## config.mk

```make
export PLATFORM = sky130hd
export DESIGN_NAME = legendre_tensor_basis_eval_core
export DESIGN_NICKNAME = d
export VERILOG_FILES = /design/src/rtl/lgtb_pkg.sv /design/src/rtl/lgtb_mul.sv /design/src/rtl/lgtb_store.sv /design/src/rtl/legendre_tensor_basis_eval_core.sv
export SDC_FILE = /design/constraint.sdc
export NUM_CORES = 2
export LEC_CHECK = 0
export BUFFER_PORTS_ARGS = -buffer_cell sky130_fd_sc_hd__buf_4
export CAP_MARGIN = 20
export CORE_UTILIZATION = 30
export CTS_BUF_LIST = sky130_fd_sc_hd__clkbuf_8
export CTS_CLUSTER_DIAMETER = 60
export DETAILED_ROUTE_END_ITERATION = 8
export PLACE_DENSITY = 0.42
export SKIP_LAST_GASP = 1
export SLEW_MARGIN = 20
export SYNTH_ARGS = -nofsm -noshare
export SYNTH_HDL_FRONTEND = slang
export SYNTH_SLANG_ARGS = --single-unit
```

## constraint.sdc

```tcl
create_clock -name clk_i -period 11.2 [get_ports clk_i]
set_input_delay 2.24 -clock clk_i [delete_from_list [all_inputs] [get_ports clk_i]]
set_output_delay 2.24 -clock clk_i [all_outputs]
set_load 0.03 [all_outputs]
```

## src/rtl/lgtb_pkg.sv

```systemverilog
// ----------------------------------------------------------------------------
// lgtb_pkg
// Shared constants and helpers for the tensor-product Legendre basis core.
// ----------------------------------------------------------------------------
package lgtb_pkg;

  localparam int unsigned MAX_ORDER_DEF = 7;
  localparam int unsigned FRAC_BITS     = 14;
  localparam int unsigned COORD_W       = 16;
  localparam int unsigned IDX_W         = 3;
  // Shared multiplier operand width; the product is twice as wide.
  localparam int unsigned MUL_W         = 24;
  // Recurrence numerator width, and the width of the rounded quotient input.
  localparam int unsigned NUM_W         = 38;
  localparam int unsigned A_W           = NUM_W - FRAC_BITS;
  // Reciprocal scale used for the division by k+1.
  localparam int unsigned RCP_SHIFT     = 23;

  localparam logic signed [COORD_W-1:0] P0_VALUE = COORD_W'(1 << FRAC_BITS);
  localparam logic [A_W-1:0] SAT_POS_MAG = A_W'((1 << (COORD_W - 1)) - 1);
  localparam logic [A_W-1:0] SAT_NEG_MAG = A_W'(1 << (COORD_W - 1));

  // floor(2^RCP_SHIFT / d) for the divisors that the recurrence needs.
  function automatic logic [MUL_W-1:0] recip(input logic [IDX_W-1:0] d);
    logic [MUL_W-1:0] r;
    case (d)
      3'd2:    r = MUL_W'(4194304);
      3'd3:    r = MUL_W'(2796202);
      3'd4:    r = MUL_W'(2097152);
      3'd5:    r = MUL_W'(1677721);
      3'd6:    r = MUL_W'(1398101);
      3'd7:    r = MUL_W'(1198372);
      default: r = '0;
    endcase
    return r;
  endfunction

  // Applies a sign to a magnitude and saturates to the 16-bit signed range.
  function automatic logic signed [COORD_W-1:0] sat_mag(input logic [A_W-1:0] mag,
                                                       input logic neg);
    logic signed [COORD_W-1:0] r;
    if (neg) begin
      r = (mag > SAT_NEG_MAG) ? {1'b1, {(COORD_W-1){1'b0}}}
                              : -$signed(mag[COORD_W-1:0]);
    end else begin
      r = (mag > SAT_POS_MAG) ? {1'b0, {(COORD_W-1){1'b1}}}
                              : $signed(mag[COORD_W-1:0]);
    end
    return r;
  endfunction

endpackage

```

## src/rtl/lgtb_mul.sv

```systemverilog
// ----------------------------------------------------------------------------
// lgtb_mul
// Shared signed multiplier with a registered product.
// ----------------------------------------------------------------------------
module lgtb_mul import lgtb_pkg::*; #(
  parameter int unsigned W = MUL_W
) (
  input  logic                  clk_i,
  input  logic                  en_i,
  input  logic signed [W-1:0]   a_i,
  input  logic signed [W-1:0]   b_i,
  output logic signed [2*W-1:0] p_o
);

  logic signed [2*W-1:0] p_q;

  always_ff @(posedge clk_i) begin
    if (en_i) begin
      p_q <= a_i * b_i;
    end
  end

  assign p_o = p_q;

endmodule

```

## src/rtl/lgtb_store.sv

```systemverilog
// ----------------------------------------------------------------------------
// lgtb_store
// Small coefficient memory: one write port, one read port with registered data.
// ----------------------------------------------------------------------------
module lgtb_store import lgtb_pkg::*; #(
  parameter int unsigned DEPTH  = MAX_ORDER_DEF + 1,
  parameter int unsigned ADDR_W = 3
) (
  input  logic                      clk_i,
  input  logic                      we_i,
  input  logic [ADDR_W-1:0]         waddr_i,
  input  logic signed [COORD_W-1:0] wdata_i,
  input  logic [ADDR_W-1:0]         raddr_i,
  output logic signed [COORD_W-1:0] rdata_o
);

  logic signed [COORD_W-1:0] mem [DEPTH];
  logic signed [COORD_W-1:0] rdata_q;

  always_ff @(posedge clk_i) begin
    if (we_i) begin
      mem[waddr_i] <= wdata_i;
    end
    rdata_q <= mem[raddr_i];
  end

  assign rdata_o = rdata_q;

endmodule

```

## src/rtl/legendre_tensor_basis_eval_core.sv

```systemverilog
// ----------------------------------------------------------------------------
// legendre_tensor_basis_eval_core
// Evaluates P0..Pn at u and v and streams the (n+1)^2 tensor products.
// ----------------------------------------------------------------------------
// After the input beat the core runs the recurrence for u, then for v, then
// reads, multiplies and emits each product in turn, stalling while the sink
// is not ready; a new point is taken only after the last product is emitted.
// One shared multiplier does every recurrence and product multiply in turn.
// Reset (rst_ni low, asynchronous) clears control and sets the order to 1;
// the coefficient stores are not cleared.
module legendre_tensor_basis_eval_core import lgtb_pkg::*; #(
  parameter int unsigned MAX_ORDER = MAX_ORDER_DEF
) (
  input  logic        clk_i,
  input  logic        rst_ni,
  input  logic        cfg_we_i,
  input  logic [2:0]  cfg_wdata_i,    // poly_order
  input  logic        s_axis_tvalid,
  output logic        s_axis_tready,
  input  logic [31:0] s_axis_tdata,   // u_coord[15:0], v_coord[31:16]
  input  logic [1:0]  s_axis_tuser,   // flip_first[0], flip_second[1]
  output logic        m_axis_tvalid,
  input  logic        m_axis_tready,
  // basis_value[15:0], first_index[18:16], second_index[21:19],
  // term_degree[24:22], zero[31:25]
  output logic [31:0] m_axis_tdata,
  output logic        m_axis_tlast
);

  localparam int unsigned DEPTH  = MAX_ORDER + 1;
  localparam int unsigned ADDR_W = (MAX_ORDER > 0) ? $clog2(DEPTH) : 1;

  typedef enum logic [3:0] {
    S_IDLE, S_P1, S_MUL_C, S_MUL_T1, S_MUL_T2, S_NUM, S_ABS,
    S_MUL_RCP, S_MUL_CHK, S_STEP, S_P_RD, S_P_MUL, S_P_EMIT
  } state_e;

  state_e              state_q;
  logic [IDX_W-1:0]    poly_order_q;
  logic                m_valid_q;

  logic signed [COORD_W-1:0] x_u_q, x_v_q, pk_q, pkm1_q;
  logic                      fu_q, fv_q, cs_q, neg_q;
  logic [IDX_W-1:0]          n_q, k_q, i_q, j_q;
  logic signed [NUM_W-1:0]   t1_q, num_q;
  logic [A_W-1:0]            a_q, q0_q;

  logic signed [COORD_W-1:0] m_val_q;
  logic [IDX_W-1:0]          m_i_q, m_j_q, m_deg_q;
  logic                      m_last_q;

  logic                      accept, out_free, emit_fire, last_term;
  logic [IDX_W-1:0]          d, n_clamp;
  logic signed [COORD_W-1:0] x_sel, step_val, prod_val, rd_u, rd_v;
  logic                      mul_en;
  logic signed [MUL_W-1:0]   mul_a, mul_b;
  logic signed [2*MUL_W-1:0] mul_p;
  logic [NUM_W-1:0]          num_mag, num_sum;
  logic [A_W-1:0]            rem, q_fix;
  logic [2*MUL_W-1:0]        prod_mag, prod_sum;
  logic                      prod_neg;
  logic                      we_u, we_v;
  logic [ADDR_W-1:0]         waddr;
  logic signed [COORD_W-1:0] wdata_u, wdata_v;

  assign accept    = s_axis_tvalid && s_axis_tready;
  assign out_free  = !m_valid_q || m_axis_tready;
  assign emit_fire = (state_q == S_P_EMIT) && out_free;
  assign last_term = (i_q == n_q) && (j_q == n_q);
  assign d         = k_q + IDX_W'(1);
  assign x_sel     = cs_q ? x_v_q : x_u_q;
  assign n_clamp   = (poly_order_q > IDX_W'(MAX_ORDER)) ? IDX_W'(MAX_ORDER) : poly_order_q;

  // Round-to-nearest of |num| / ((k+1) * 2^F): the 2^F part is a shift.
  assign num_mag = num_q[NUM_W-1] ? NUM_W'(-num_q) : NUM_W'(num_q);
  assign num_sum = num_mag + (NUM_W'(d) << (FRAC_BITS - 1));

  // The reciprocal estimate is exact or one short; one compare corrects it.
  assign rem      = a_q - mul_p[A_W-1:0];
  assign q_fix    = q0_q + A_W'(rem >= A_W'(d));
  assign step_val = sat_mag(q_fix, neg_q);

  assign prod_mag = mul_p[2*MUL_W-1] ? (2*MUL_W)'(-mul_p) : (2*MUL_W)'(mul_p);
  assign prod_sum = prod_mag + (2*MUL_W)'(1 << (FRAC_BITS - 1));
  assign prod_neg = mul_p[2*MUL_W-1] ^ (fu_q & ~i_q[0]) ^ (fv_q & ~j_q[0]);
  assign prod_val = sat_mag(prod_sum[FRAC_BITS +: A_W], prod_neg);

  always_comb begin
    mul_en = 1'b0;
    mul_a  = '0;
    mul_b  = '0;
    case (state_q)
      S_MUL_C: begin
        mul_en = 1'b1;
        mul_a  = $signed(MUL_W'({k_q, 1'b1}));
        mul_b  = MUL_W'(x_sel);
      end
      S_MUL_T1: begin
        mul_en = 1'b1;
        mul_a  = mul_p[MUL_W-1:0];
        mul_b  = MUL_W'(pk_q);
      end
      S_MUL_T2: begin
        mul_en = 1'b1;
        mul_a  = $signed(MUL_W'(k_q));
        mul_b  = MUL_W'(pkm1_q);
      end
      S_MUL_RCP: begin
        mul_en = 1'b1;
        mul_a  = $signed(MUL_W'(a_q));
        mul_b  = $signed(recip(d));
      end
      S_MUL_CHK: begin
        mul_en = 1'b1;
        mul_a  = $signed(mul_p[RCP_SHIFT +: MUL_W]);
        mul_b  = $signed(MUL_W'(d));
      end
      S_P_MUL: begin
        mul_en = 1'b1;
        mul_a  = MUL_W'(rd_u);
        mul_b  = MUL_W'(rd_v);
      end
      default: begin
        mul_en = 1'b0;
      end
    endcase
  end

  // P0 is written on the input beat, P1 in the next cycle, then P2..Pn.
  always_comb begin
    we_u    = 1'b0;
    we_v    = 1'b0;
    waddr   = ADDR_W'(d);
    wdata_u = step_val;
    wdata_v = step_val;
    case (state_q)
      S_IDLE: begin
        we_u    = accept;
        we_v    = accept;
        waddr   = '0;
        wdata_u = P0_VALUE;
        wdata_v = P0_VALUE;
      end
      S_P1: begin
        we_u    = (n_q != '0);
        we_v    = (n_q != '0);
        waddr   = ADDR_W'(1);
        wdata_u = x_u_q;
        wdata_v = x_v_q;
      end
      S_STEP: begin
        we_u = !cs_q;
        we_v = cs_q;
      end
      default: begin
        we_u = 1'b0;
      end
    endcase
  end

  lgtb_mul #(.W(MUL_W)) u_mul (
    .clk_i (clk_i),
    .en_i  (mul_en),
    .a_i   (mul_a),
    .b_i   (mul_b),
    .p_o   (mul_p)
  );

  lgtb_store #(.DEPTH(DEPTH), .ADDR_W(ADDR_W)) u_store_u (
    .clk_i   (clk_i),
    .we_i    (we_u),
    .waddr_i (waddr),
    .wdata_i (wdata_u),
    .raddr_i (i_q[ADDR_W-1:0]),
    .rdata_o (rd_u)
  );

  lgtb_store #(.DEPTH(DEPTH), .ADDR_W(ADDR_W)) u_store_v (
    .clk_i   (clk_i),
    .we_i    (we_v),
    .waddr_i (waddr),
    .wdata_i (wdata_v),
    .raddr_i (j_q[ADDR_W-1:0]),
    .rdata_o (rd_v)
  );

  always_ff @(posedge clk_i or negedge rst_ni) begin
    if (!rst_ni) begin
      state_q      <= S_IDLE;
      m_valid_q    <= 1'b0;
      poly_order_q <= IDX_W'(1);
    end else begin
      if (cfg_we_i) begin
        poly_order_q <= cfg_wdata_i;
      end
      if (emit_fire) begin
        m_valid_q <= 1'b1;
      end else if (m_axis_tready) begin
        m_valid_q <= 1'b0;
      end
      case (state_q)
        S_IDLE:    if (accept) state_q <= S_P1;
        S_P1:      state_q <= (n_q >= IDX_W'(2)) ? S_MUL_C : S_P_RD;
        S_MUL_C:   state_q <= S_MUL_T1;
        S_MUL_T1:  state_q <= S_MUL_T2;
        S_MUL_T2:  state_q <= S_NUM;
        S_NUM:     state_q <= S_ABS;
        S_ABS:     state_q <= S_MUL_RCP;
        S_MUL_RCP: state_q <= S_MUL_CHK;
        S_MUL_CHK: state_q <= S_STEP;
        S_STEP:    state_q <= ((d == n_q) && cs_q) ? S_P_RD : S_MUL_C;
        S_P_RD:    state_q <= S_P_MUL;
        S_P_MUL:   state_q <= S_P_EMIT;
        S_P_EMIT: begin
          if (out_free) state_q <= last_term ? S_IDLE : S_P_RD;
        end
        default:   state_q <= S_IDLE;
      endcase
    end
  end

  always_ff @(posedge clk_i) begin
    case (state_q)
      S_IDLE: begin
        if (accept) begin
          x_u_q <= $signed(s_axis_tdata[15:0]);
          x_v_q <= $signed(s_axis_tdata[31:16]);
          fu_q  <= s_axis_tuser[0];
          fv_q  <= s_axis_tuser[1];
          n_q   <= n_clamp;
        end
      end
      S_P1: begin
        cs_q   <= 1'b0;
        k_q    <= IDX_W'(1);
        pkm1_q <= P0_VALUE;
        pk_q   <= x_u_q;
        i_q    <= '0;
        j_q    <= '0;
      end
      S_MUL_T2: t1_q  <= $signed(mul_p[NUM_W-1:0]);
      S_NUM:    num_q <= t1_q - ($signed(mul_p[NUM_W-1:0]) <<< FRAC_BITS);
      S_ABS: begin
        a_q   <= num_sum[FRAC_BITS +: A_W];
        neg_q <= num_q[NUM_W-1];
      end
      S_MUL_CHK: q0_q <= mul_p[RCP_SHIFT +: A_W];
      S_STEP: begin
        if ((d == n_q) && !cs_q) begin
          // The u run is done; start the v run from P0 and P1.
          cs_q   <= 1'b1;
          k_q    <= IDX_W'(1);
          pkm1_q <= P0_VALUE;
          pk_q   <= x_v_q;
        end else begin
          pkm1_q <= pk_q;
          pk_q   <= step_val;
          k_q    <= d;
        end
        if (d == n_q) begin
          i_q <= '0;
          j_q <= '0;
        end
      end
      S_P_EMIT: begin
        if (out_free) begin
          m_val_q  <= prod_val;
          m_i_q    <= i_q;
          m_j_q    <= j_q;
          m_deg_q  <= (i_q > j_q) ? i_q : j_q;
          m_last_q <= last_term;
          if (j_q == n_q) begin
            j_q <= '0;
            i_q <= i_q + IDX_W'(1);
          end else begin
            j_q <= j_q + IDX_W'(1);
          end
        end
      end
      default: begin
        cs_q <= cs_q;
      end
    endcase
  end

  assign s_axis_tready = (state_q == S_IDLE);
  assign m_axis_tvalid = m_valid_q;
  assign m_axis_tdata  = {7'b0, m_deg_q, m_j_q, m_i_q, m_val_q};
  assign m_axis_tlast  = m_last_q;

  a_degree_is_max: assert property (@(posedge clk_i) disable iff (!rst_ni)
    m_axis_tvalid |-> (m_axis_tdata[24:22] == m_axis_tdata[18:16] ||
                       m_axis_tdata[24:22] == m_axis_tdata[21:19]) &&
                      m_axis_tdata[24:22] >= m_axis_tdata[18:16] &&
                      m_axis_tdata[24:22] >= m_axis_tdata[21:19])
    else $error("term degree is not the larger index");

  a_last_on_diagonal: assert property (@(posedge clk_i) disable iff (!rst_ni)
    (m_axis_tvalid && m_axis_tlast) |-> (m_axis_tdata[18:16] == m_axis_tdata[21:19]))
    else $error("last beat is not the highest term");

  a_busy_after_accept: assert property (@(posedge clk_i) disable iff (!rst_ni)
    accept |=> !s_axis_tready)
    else $error("input taken again straight after a beat");

  a_index_in_range: assert property (@(posedge clk_i) disable iff (!rst_ni)
    (state_q == S_P_EMIT) |-> (i_q <= n_q && j_q <= n_q))
    else $error("product index beyond the order");

endmodule

```

Yosys cells after proc, flatten, opt, wreduce, memory -nomap -nowiden
Memories as Yosys holds them, arrays and structs flattened. A register that Yosys moved wholly into a read port is not among the register bits.
Cells that the tools add are included.

storage, ports and cells
  memory bits (writable) = 256
  bits of input ports = 42
  bits in registers = 286
  word-level logic and storage cells = 146
  memories kept = 2

memory list
  name           words  bits a word  read ports  clocked after memory_dff  write ports  line              source
  u_store_u.mem  8      16           1           1                         1            lgtb_store.sv:17  logic signed [COORD_W-1:0] mem [DEPTH];
  u_store_v.mem  8      16           1           1                         1            lgtb_store.sv:17

cells by class
  multiply operators = 1
  reductions and logical operators = 20
  add/sub/neg operators = 12
  mux-type cells = 46
  equal/unequal tests = 26
  bitwise operators = 6
  magnitude comparators = 8

operator list
  operator                                                                           number
  24-bit case mux with 6 select lines                                                2
  16-bit 2-to-1 mux                                                                  9
  23-bit case mux with 6 select lines                                                1
  16-bit case mux with 2 select lines                                                4
  38-bit 2-to-1 mux                                                                  2
  38-bit negation                                                                    2
  4-bit case mux with 13 select lines                                                1
  24-bit by 15-bit greater-than comparator with 1-bit output, second input constant  2
  24-bit by 16-bit greater-than comparator with 1-bit output, second input constant  2
  24-bit by 24-bit multiplier with 48-bit output                                     1
  38-bit by 14-bit adder with 38-bit output, second input constant                   1
  38-bit by 16-bit adder with 38-bit output                                          1
  38-bit subtractor                                                                  1
  16-bit negation                                                                    2
  24-bit by 1-bit adder with 24-bit output                                           1
  24-bit by 3-bit >= comparator with 1-bit output                                    1
  24-bit subtractor                                                                  1
  3-bit 2-to-1 mux                                                                   7
  4-bit == test, second input constant                                               5
  4-bit 2-to-1 mux                                                                   5
  3-bit case mux with 3 select lines                                                 2
  4-bit by 3-bit == test with 1-bit output, second input constant                    4
  3-bit == test, second input constant                                               4
  3-bit case mux with 2 select lines                                                 2
  other kinds (26)                                                                   56

Depth between registers and ports, before layout
  depth after elaboration = 8
  mapped depth = 36
  mapped depth without buffers = 35

Modules after synthesis
Synthesis repeated with hierarchy kept, for this count alone.

unflattened totals
  cell total of the unflattened synthesis = 4,505
  area total of the unflattened synthesis = 49,453.7 um^2

modules (own cells, without submodules)
  module                           cells each  times used  area each (um^2)
  lgtb_mul                         2,315       1           22,369.0
  legendre_tensor_basis_eval_core  1,762       1           16,497.1
  lgtb_store                       214         2           5,293.8

Worst setup path before layout
OpenSTA, ideal clock, no wires.

  path kind = reg-to-reg
  start point = register state_q[0]
  end point = register u_mul.p_q[47] (netlist: u_mul.p_o[47]), data pin
  cell stages (with the launch flop) = 33
  arrival time = 9,319 ps
  path slack = 1,618 ps
  library setup time = 264 ps
  required time = 10,936 ps
  cells stage by stage = dfrtp_1 > clkbuf_1 > nor3_1 > clkbuf_1 > clkbuf_1 > a21oi_1 > nand3_1 > clkbuf_1 > nand2_1 > fa_1 > inv_1 > fa_1 > inv_1 > fa_1 > fa_1 > inv_1 > fa_1 > fa_1 > inv_1 > fa_1 > inv_1 > ha_1 > a21o_1 > a221oi_1 > nor2b_1 > a211oi_1 > o21ai_0 > a31oi_1 > o211ai_1 > nand2_1 > o31ai_1 > a221oi_1 > xnor2_1

on the way
  cells in the longest elaborated chain, start to end = 3
  elaborated cells on any way between the ends = 9

RTL lines
  item                                                line                                    source
  start, declared                                     legendre_tensor_basis_eval_core.sv:38   state_e state_q;
  start signal, assigned                              legendre_tensor_basis_eval_core.sv:203  S_P1: state_q <= (n_q >= IDX_W'(2)) ? S_MUL_C : S_P_RD;
  start signal, assigned                              legendre_tensor_basis_eval_core.sv:211  S_STEP: state_q <= ((d == n_q) && cs_q) ? S_P_RD : S_MUL_C;
  start signal, assigned                              legendre_tensor_basis_eval_core.sv:215  if (out_free) state_q <= last_term ? S_IDLE : S_P_RD;
  4-bit == test, or another cell as far along         legendre_tensor_basis_eval_core.sv:92   case (state_q)
  24-bit case mux with 6 select lines                 legendre_tensor_basis_eval_core.sv:92
  24-bit by 24-bit multiplier with 48-bit output (*)  lgtb_mul.sv:19                          p_q <= a_i * b_i;
  end signal, assigned                                lgtb_mul.sv:19
  end, declared                                       lgtb_mul.sv:15                          logic signed [2*W-1:0] p_q;

Mark *: on every way between the ends. The rest lies on a longest branch, timed or not.
A chain may end at the register's enable or synchronous reset.

Worst setup path in the final report
  start point = register k_q[0]
  end point = register u_mul.p_q[47] (netlist: u_mul.p_o[47]), data pin

on the way
  cells in the longest elaborated chain, start to end = 5
  elaborated cells on any way between the ends = 11

RTL lines
  item                                                                       line                                    source
  start, declared                                                            legendre_tensor_basis_eval_core.sv:44   logic [IDX_W-1:0] n_q, k_q, i_q, j_q;
  start signal, assigned                                                     legendre_tensor_basis_eval_core.sv:235  k_q <= IDX_W'(1);
  start signal, assigned                                                     legendre_tensor_basis_eval_core.sv:252  k_q <= IDX_W'(1);
  start signal, assigned                                                     legendre_tensor_basis_eval_core.sv:258  k_q <= d;
  3-bit by 1-bit adder with 3-bit output                                     legendre_tensor_basis_eval_core.sv:70   assign d = k_q + IDX_W'(1);
  3-bit == test or 3-bit by 2-bit == test with 1-bit output (tied branches)  lgtb_pkg.sv:26                          case (d)
  23-bit case mux with 6 select lines                                        lgtb_pkg.sv:26
  24-bit case mux with 6 select lines                                        legendre_tensor_basis_eval_core.sv:92
  24-bit by 24-bit multiplier with 48-bit output (*)                         lgtb_mul.sv:19

Marks and branches as above.

==> impl_metrics.py <==
metrics = {
    "status": {
        "status": "finished clean",
    },
    "global_routing": {
        "antenna_found_initial": 4,
        "grt_max_degree": 49,
        "grt_pass1_vias": 35200,
        "grt_pass1_wl_um": 239000,
        "use_met3_pct": 2.39,
        "grt_use_met2_pct": 32.5,
        "grt_overflow": 0,
        "grt_use_total_pct": 20.0,
        "met1_usage_pct": 28.3,
        "busiest_layer": "met2",
    },
    "clock_tree": {
        "insertion_delay_ns": 0.79,
        "h-tree-depth": 3,
        "clock_path_buffers": 3,
        "cts_tree": "done",
        "numCtsBuffers": 88,
        "cts_hold_buf": 0,
        "postCtsSetupBuffers": 0,
        "clk_pin_slew_ns": 0.07,
        "cts_root_buf": "clkbuf_8",
        "numClockSinks": 574,
        "cts.repair.resized": 0,
    },
    "run": {
        "cap_viol_max_count": 0,
    },
    "synth": {
        "yosysWarnings": 0,
        "synth_cell_types": 95,
        "synthesis.area_mm2": 0.0489,
        "synth_top_area_share_pct": 32.8,
        "synth_cells": 4633,
        "synth_top_area_cell": "edfxtp_1",
        "ys_seq_area_share_pct": 34.5,
        "syn_avg_cell_area_um2": 10.6,
        "yosys-top-cells-area": "edfxtp_1 (33%), fa_1 (25%), inv_1 (6.3%)",
        "synthArstFlopShare_pct": 1.39,
        "synth_edf_count": 534,
        "ys_seq_elements": 574,
        "ys.flop_type": "edfxtp_1",
    },
    "critical_path": {
        "required_ns": 11.70,
        "cp_slowest_stage_delay_ns": 0.81,
        "cp-start-kind": "register",
        "reg2reg_slack_ns": 0.49,
        "cpMaxStageDelayCell": "nand3_1",
        "path_max_fanout": 12,
        "critPathArrivalTime_ns": 11.21,
        "crit_top_cell": "fa_1",
        "critPathCaptureType": "register",
        "critPathKind": "reg -> reg",
    },
    "drt": {
        "first_iter_violations": 2528,
        "finalWirelength_um": 162000,
        "antenna_left": 0,
        "firstDrtPassIters": 5,
        "drc": 0,
        "via_per_inst": 4.93,
        "routedWlPerCell_um": 23.4,
        "vias": 34200,
    },
    "floorplanning": {
        "core_area_mm2": 0.161,
        "die_h_um": 406,
        "num_rows": 147,
        "initial_utilization_pct": 30.3,
        "dieArea_mm2": 0.165,
        "chipWidth_um": 406,
        "ios": 77,
    },
    "min_path": {
        "worstHoldPathType": "reg -> reg",
    },
    "placement": {
        "place_hpwl_um": 127000,
        "gp_congestion": 0.919,
        "port_buffers": 69,
    },
    "finish": {
        "drive_gt1_share_pct": 9.15,
        "syn_to_final_growth_pct": 10.8,
        "nets": 5556,
        "num-fill-cells": 16500,
    },
    "sta": {
        "worst_pin_slew_ns": 1.09,
        "rsz0062_at_grt": "no",
        "max_clock_freq_mhz": 93.4,
        "fin_setup_tns_ns": 0,
        "setup_viol": 0,
        "hold_viol": 0,
        "relSlewSlack_pct": 27.2,
        "min_period_ns": 10.71,
        "slew_viol_final": 0,
        "period_share_pct": 95.6,
        "clock_skew_ns": 0.0478,
    },
}
==> sequential cells by signal, summed over array words and instances, names as in the netlist, 3 cells and up <==
register	flops
a_q	24
num_q	38
pk_q	16
x_v_q	16
u_store_u.mem	128
u_store_v.mem	128
u_mul.p_o	48
u_store_u.rdata_o	16
poly_order_q	3
t1_q	38
state_q	4
u_store_v.rdata_o	16
m_i_q	3
pkm1_q	16
m_val_q	16
n_q	3
x_u_q	16
m_deg_q	3
q0_q	24
m_j_q	3
j_q	3
i_q	3
k_q	3
==> critical path: cells and delay by family (launching register included) <==
| kind | cells | cell delay (ns) |
|---|---|---|
| xor gates and xnor gates | 1 | 0.16 |
| adders and majority gates | 10 | 3.97 |
| and+or+nand+nor | 5 | 1.32 |
| buffers and inverters | 7 | 1.02 |
| AOI/OAI and AO/OA | 10 | 3.37 |
| DFF | 1 | 0.55 |
==> per-layer routing <==
layer / wire length (um) / vias up
li1: - / 15400
met3: 7580 / 190
met1: 74500 / 17800
met2: 76000 / 885
met5: 13 / -
met4: 4030 / 2
==> kinds of logic after synthesis <==
logic type | share of synthesized area [%]
adders and majority gates | 30.2
muxes | 4.09
xor gates and xnor gates | 3.28
other | 0.00767
DFF | 34.5
buffers and inverters | 7.97
AOI/OAI and AO/OA | 7.78
and+or+nand+nor | 12.2
==> synthesized netlist by cell type (30+ instances only) <==
master and n:
nand4_1 33, clkbuf_1 181, inv_1 818, xnor2_1 130, mux4_2 64, and2_1 45, xor2_1 53, o21ai_0 148
a21o_1 58, dfxtp_1 32, and3_1 39, edfxtp_1 534, a21oi_1 138, nand2_1 563, a22oi_1 47, nor2_1 361
nand3_1 63, nand2b_1 30, ha_1 203, fa_1 610, nor3_1 47
==> per-stage QoR <==
stage / setup WS [ns] / utilization (%) / cells / hold WS, ns / instance area (um^2)
after floorplan: 1.62 / - / 4639 / 0.400 / 48900
after global placement: 0.918 / 32.5 / 6770 / 0.400 / 52400
after global routing: 0.230 / 33.6 / 6937 / 0.428 / 54200
after CTS: 0.830 / 33.6 / 6933 / 0.422 / 54200
final: 0.494 / 33.6 / 6942 / 0.421 / 54200
after detailed placement: 0.899 / 32.5 / 6770 / 0.406 / 52400
==> final timing paths <==
kind                       startpoint         endpoint  cells after the start
max                            k_q[0]    u_mul.p_o[47]                     33
min                          t1_q[12]        num_q[12]                      0
max reg2reg                    k_q[0]    u_mul.p_o[47]                     33
min reg2reg                  t1_q[12]        num_q[12]                      0
max in group asynchronous      rst_ni  poly_order_q[0]                      1
min in group asynchronous      rst_ni    m_axis_tvalid                      1
==> area by class of cell <==
type | instances | area (um^2) | share of cell area, %
multi-input cells | 3037 | 28400 | 52.3
well taps | 2160 | 2700 | 4.99
repair buffers | 179 | 1370 | 2.53
clock inverters | 62 | 389 | 0.718
clock buffers | 101 | 1390 | 2.56
diodes | 8 | 20.0 | 0.0369
inverters | 821 | 3080 | 5.69
flip-flops and latches | 574 | 16900 | 31.1
==> cell usage in the layout, fill, tap and decap left out, types with 20 or more instances in the layout <==
| cell | netlist | routed |
|---|---|---|
| nor4_1 | 22 | 22 |
| nand3_1 | 63 | 63 |
| nor2_1 | 361 | 344 |
| o21a_1 | 21 | 21 |
| ha_1 | 203 | 203 |
| a21o_1 | 58 | 58 |
| xnor2_1 | 130 | 129 |
| mux4_2 | 64 | 64 |
| and2_1 | 45 | 45 |
| xor2_1 | 53 | 53 |
| and3_1 | 39 | 38 |
| nand2_1 | 563 | 563 |
| clkbuf_8 | 0 | 101 |
| nor3_1 | 47 | 45 |
| nand4_1 | 33 | 33 |
| mux2i_1 | 29 | 29 |
| fa_1 | 610 | 610 |
| dfxtp_1 | 32 | 32 |
| nand2b_1 | 30 | 30 |
| buf_4 | 7 | 176 |
| or3_1 | 20 | 20 |
| o21ai_0 | 148 | 145 |
| inv_1 | 818 | 853 |
| a21oi_1 | 138 | 138 |
| nor2b_1 | 29 | 29 |
| edfxtp_1 | 534 | 534 |
| a22oi_1 | 47 | 47 |
| mux2_2 | 23 | 23 |
Power is left out: the tool's default activity adds up to more than one toggle a clock period on the data nets, which glitch-free logic cannot reach.
